### src/rtl/world_to_screen_projection_core_assert.svh
// assertion macros used by the back of the projection core rtl
`ifndef WORLD_TO_SCREEN_PROJECTION_CORE_ASSERT_SVH
`define WORLD_TO_SCREEN_PROJECTION_CORE_ASSERT_SVH

// property checked every clock outside reset
`define W2S_ASSERT(lbl, prop, msg) \
  lbl: assert property (@(posedge clk) disable iff (!rst_n) (prop)) else $error(msg);

// condition in one cycle implies a condition in the next
`define W2S_ASSERT_NEXT(lbl, cond, nxt, msg) \
  lbl: assert property (@(posedge clk) disable iff (!rst_n) (cond) |=> (nxt)) else $error(msg);

`endif

### src/rtl/w2s_pkg.sv
// types, constants and helpers of the projection core
`timescale 1ns / 1ps
`default_nettype none
package w2s_pkg;

  localparam int FRAC_BITS = 16;
  localparam int W_MIN_RAW = ((1 << FRAC_BITS) + 500) / 1000;
  localparam int W_MIN     = (W_MIN_RAW > 0) ? W_MIN_RAW : 1;
  localparam int FAR_SCALE = 100000;
  localparam int FAR_W     = 50;
  localparam int ACC_W     = 66;
  localparam int DIV_STEPS = 32 + FRAC_BITS;
  localparam int MID_DEPTH = 4;
  localparam int MID_AW    = 2;
  localparam int OUT_DEPTH = 64;
  localparam int OUT_AW    = 6;

  typedef enum logic [3:0] {
    REG_ROW0_A   = 4'd0,
    REG_ROW0_B   = 4'd1,
    REG_ROW1_A   = 4'd2,
    REG_ROW1_B   = 4'd3,
    REG_ROWW_A   = 4'd4,
    REG_ROWW_B   = 4'd5,
    REG_SCREEN_W = 4'd6,
    REG_SCREEN_H = 4'd7
  } cfg_reg_t;

  typedef struct packed {
    logic [63:0] row0_a;
    logic [63:0] row0_b;
    logic [63:0] row1_a;
    logic [63:0] row1_b;
    logic [63:0] roww_a;
    logic [63:0] roww_b;
    logic [13:0] width;
    logic [13:0] height;
  } cfg_t;

  typedef struct packed {
    logic              vis;
    logic signed [31:0] cx;
    logic signed [31:0] cy;
    logic signed [31:0] w;
  } clip_t;

  typedef struct packed {
    logic signed [31:0] sx;
    logic signed [31:0] sy;
    logic               vis;
  } res_t;

  typedef struct packed {
    logic [31:0]          rem;
    logic [DIV_STEPS-1:0] dq;
  } lane_t;

  // clamp to the signed 32-bit range
  function automatic logic signed [31:0] sat32(input logic signed [ACC_W-1:0] v);
    logic hi_ones;
    logic hi_zeros;
    hi_ones  = &v[ACC_W-1:31];
    hi_zeros = ~|v[ACC_W-1:31];
    if (hi_ones || hi_zeros) return v[31:0];
    else if (v[ACC_W-1]) return 32'sh8000_0000;
    else return 32'sh7fff_ffff;
  endfunction

  // one restoring division step, quotient bits shift into the dividend
  function automatic lane_t div_step(input lane_t l, input logic [31:0] w);
    lane_t       o;
    logic [32:0] t;
    logic        ge;
    t  = {l.rem, l.dq[DIV_STEPS-1]};
    ge = (t >= {1'b0, w});
    o.rem = ge ? 32'(t - {1'b0, w}) : t[31:0];
    o.dq  = {l.dq[DIV_STEPS-2:0], ge};
    return o;
  endfunction

endpackage
`default_nettype wire

### src/rtl/w2s_queue.sv
// small queue between front and back
`timescale 1ns / 1ps
`default_nettype none
module w2s_queue (
  input  wire                 clk,
  input  wire                 rst_n,
  input  wire                 wr_en,
  input  w2s_pkg::clip_t      wr_data,
  input  wire                 rd_en,
  output w2s_pkg::clip_t      rd_data,
  output logic                not_empty
);
  import w2s_pkg::*;

  clip_t             q_r [MID_DEPTH];
  logic [MID_AW-1:0] wp_r;
  logic [MID_AW-1:0] rp_r;
  logic [MID_AW:0]   cnt_r;
  logic [MID_AW:0]   cnt_nxt;

  assign not_empty = (cnt_r != '0);
  assign rd_data   = q_r[rp_r];

  always_comb begin
    cnt_nxt = cnt_r;
    if (wr_en && !rd_en) cnt_nxt = cnt_r + 1'b1;
    else if (!wr_en && rd_en) cnt_nxt = cnt_r - 1'b1;
  end

  always_ff @(posedge clk) begin
    if (!rst_n) begin
      wp_r  <= '0;
      rp_r  <= '0;
      cnt_r <= '0;
    end else begin
      if (wr_en) wp_r <= wp_r + 1'b1;
      if (rd_en) rp_r <= rp_r + 1'b1;
      cnt_r <= cnt_nxt;
    end
  end

  always_ff @(posedge clk) begin
    if (wr_en) q_r[wp_r] <= wr_data;
  end

endmodule
`default_nettype wire

### config.mk
export PLATFORM = sky130hd
export DESIGN_NAME = w2s_queue
export DESIGN_NICKNAME = d
export VERILOG_FILES = /design/src/rtl/world_to_screen_projection_core_assert.svh /design/src/rtl/w2s_pkg.sv /design/src/rtl/w2s_queue.sv
export SDC_FILE = /design/constraint.sdc
export NUM_CORES = 1
export LEC_CHECK = 0
export BUFFER_PORTS_ARGS = -buffer_cell sky130_fd_sc_hd__buf_2
export CAP_MARGIN = 20
export CORE_AREA = 10 10 191 193
export CTS_CLUSTER_SIZE = 8
export DETAILED_ROUTE_END_ITERATION = 8
export DIE_AREA = 0 0 201 203
export PLACE_DENSITY = 0.66
export SYNTH_ARGS = -nofsm -noshare
export SYNTH_HDL_FRONTEND = slang
export SYNTH_SLANG_ARGS = --single-unit
### constraint.sdc
create_clock -name clk -period 4.6 [get_ports clk]
set_input_delay 0.23 -clock clk [delete_from_list [all_inputs] [get_ports clk]]
set_output_delay 0.23 -clock clk [all_outputs]
set_load 0.02 [all_outputs]
==> metrics.csv <==
stage,metric,value,unit
power,total leakage power,6.286,nW
placement,Placement Cell Area,15930,sq um
drt,WL/cell,22.16,um
drt,via density per instance,5.155,
yosys,proportion of synthesized area in mux cells,15.28,%
placement,worst slack at placement,2089,ps
floorplan,area enclosed by the die boundary,40800,sq um
setup_path,"critical path fanouts, max",39,
layout,number of nets at the end of the flow,999,
drt,number of antenna-violating nets in the routed design,0,
clock_network,clock transition at the register clock pins on the worst setup and hold paths after CTS,50,ps
yosys,simple logic cell fraction of the synthesized area,0.5899,%
global_route,fraction of met2 tracks used by global routing,24.95,%
yosys,"FF+latch count, synth",397,
sta,number of max-slew violations in the final report,0,
sta,maximum operating frequency,334.1,MHz
sta,"Min Clock Period, post-route",2993,ps
floorplan,floorplan die width,201,um
drt,DRT Wirelength,29920,um
layout,final design area excluding fillers,18420,sq um
floorplan,I/O Pins,199,
yosys,post-synthesis cell type count,19,
setup_path,crit path capture type,output pin,
layout,post-synthesis to final-layout area growth,27.73,%
yosys,number of flops mapped to enable cells by yosys,388,
sta,final clock period utilization by the worst path,65.07,%
setup_path,crit path launch type,flip-flop,
clock_network,clock tree from TritonCTS,done,
global_route,met3 Track Usage GR,4.044,%
global_route,met1 track demand over resource in global routing,17.90,%
yosys,compound-gate portion of the synthesized area,0.08675,%
clock_network,Clock Tree Buf Depth,3,
sta,hold violation count in the final report,0,
clock_network,worst skew pair latency,560,ps
yosys,fraction of post-synthesis cell area in the top cell type by area,80.78,%
global_route,maximum number of pins on one net before global-route repair,78,
job,max-cap check violation count,0,
power,Tot Pwr,0.008637,W
yosys,net count of the mapped netlist,656,
placement,final estimated routing congestion in global placement,0.7291,
worst_hold_path,min-delay worst type,input port to flip-flop,
status,result of the run,"finished, final reports clean",
yosys,combinational family with the most area after synthesis,multiplexers,
sta,transition time of the tightest slew-check pin,825.1,ps
clock_network,H-Tree Level Count,2,
setup_path,type of the worst setup path,flip-flop to output pin,
yosys,most used standard cells in the synthesized netlist,"edfxtp_1 (388), mux4_2 (97), buf_2 (11)",
floorplan,die boundary height,203,um
yosys,synthesized cell area,14420,sq um
yosys,asr flop ratio synth,0,%
layout,proportion of layout cells with a drive suffix above 1,41.04,%
floorplan,initial core utilization,44.44,%
global_route,initial antenna violation count,3,
global_route,total gr overflow,0,
yosys,Avg Synthesized Cell Area,26.27,sq um
drt,number of violations reported at the end of detailed-routing iteration 0,414,
yosys,number of warnings reported in the yosys synthesis log,0,
placement,input/output buffers,198,
sta,unrepaired setup endpoints after global routing,no,
floorplan,placement row count,66,
clock_network,cell chosen for the clock root,clkbuf_16,
yosys,sequential area share after synthesis,82.03,%
yosys,number of instances in the synthesized netlist,549,
drt,post-detailed-route DRC marker count,0,
clock_network,number of clock sinks,397,
sta,setup violators final,0,
power,PwrDens,468.8,nW/um^2
yosys,primary flip-flop cell chosen by synthesis mapping,edfxtp_1,
setup_path,critical path required time,4370,ps
sta,maximum clock skew at final layout,19.54,ps
placement,HPWL after DPL,18130,um
drt,total via count after detailed routing,6959,
global_route,gr busiest metal,met2,
yosys,most area-consuming cells after synthesis,"edfxtp_1 (81%), mux4_2 (15%), dfxtp_1 (1.2%)",
setup_path,data arrival at the endpoint of the critical path,2760,ps
yosys,cell with the most instances after synthesis,edfxtp_1,
drt,detailed-router iteration count before antenna repair,5,
global_route,global-route wire length before repair,46640,um
global_route,global routing usage summed across all routing layers,14.67,%
yosys,library cell occupying the most area in the post-synthesis netlist,edfxtp_1,
sta,worst-case setup margin in the final layout,1607,ps
clock_network,Inserted Clock Buffers,55,
sta,aggregate negative setup slack,0,ps
yosys,xor/xnor share of the synthesized area,0.3036,%
floorplan,placeable core area,32450,sq um
global_route,vias in the first global route,7905,
power,Worst IR Drop VDD,0.2990,mV
sta,Worst slew margin,44.99,%
yosys,synthesized-area fraction occupied by adder cells,0.5725,%
## sequential cells by signal, indices dropped and copies added, names as in the netlist, named ones only
register and count:
q_r 388, cnt_r 3, rp_r 2, wp_r 2
## through the flow
stage	hold WS (ps)	utilization, %	cells
2_1_floorplan	328.9	-	549
3_3_place_gp	438.5	49.09	1178
3_5_place_dp	447.2	49.09	1178
4_1_cts	19.42	56.68	1345
5_1_grt	33.94	56.75	1348
6_report	45.15	56.77	1350
## final cells by class
class | count | area (sq um)
tap | 442 | 553.0
inverter | 4 | 15.01
timing repair buffer | 308 | 2087
sequential | 397 | 11840
fill | 2376 | 14030
multi-input combinational | 126 | 2439
antenna | 4 | 10.01
clock buffer | 69 | 1481
## repair_timing
action / 4_1_cts / 5_1_grt
setup buffers: 0 / 0
hold buffers: 98 / 0
endpoints found under the hold margin: 397 / 0
setup endpoints to repair: 0 / 0
resized for setup: 0 / 0
## layout by cell type, fill, tap and decap left out, types with 5 or more instances in the layout
cell,count
and2_1,5
buf_2,198
buf_4,10
clkbuf_1,11
clkbuf_16,57
dfxtp_1,7
dlygate4sd3_1,98
edfxtp_1,388
ha_1,5
mux4_2,97
## power by group
part | switching, W | internal, W
Clock | 0.00130 | 0.00219
Sequential | 0.0000753 | 0.00417
Combinational | 0.000506 | 0.000396
Total | 0.00189 | 0.00675
## worst max-delay path, stage by stage, from the launching register on
cell	delay (ps)
dfxtp_4	880
buf_4	530
mux4_2	580
buf_2	180
## worst paths after layout
check,startpoint,to,slack [ps],cells past startpoint
hold reg to reg,cnt_r[2],cnt_r[2],550,2
setup reg to reg,wp_r[1],q_r[3][38],2440,3
hold / removal,rd_en,flip-flop,50,3
setup / recovery,flip-flop,rd_data[85],1610,3
## cells by family (layout without fill, tap and decap cells)
group,Yosys count,after routing
buf+inv,26,381
flops,397,397
other cells,0,4
fa+ha+maj,6,6
xor+xnor,5,5
compound gates,2,2
mux,99,99
simple gates,14,14
## metal layers
metal	share of wire, %	vias up
met1	40	3603
met3	6.9	45
met5	0	-
li1	-	3036
met4	1.9	0
met2	52	275
Note: power is estimated with default switching activity, not from simulation.
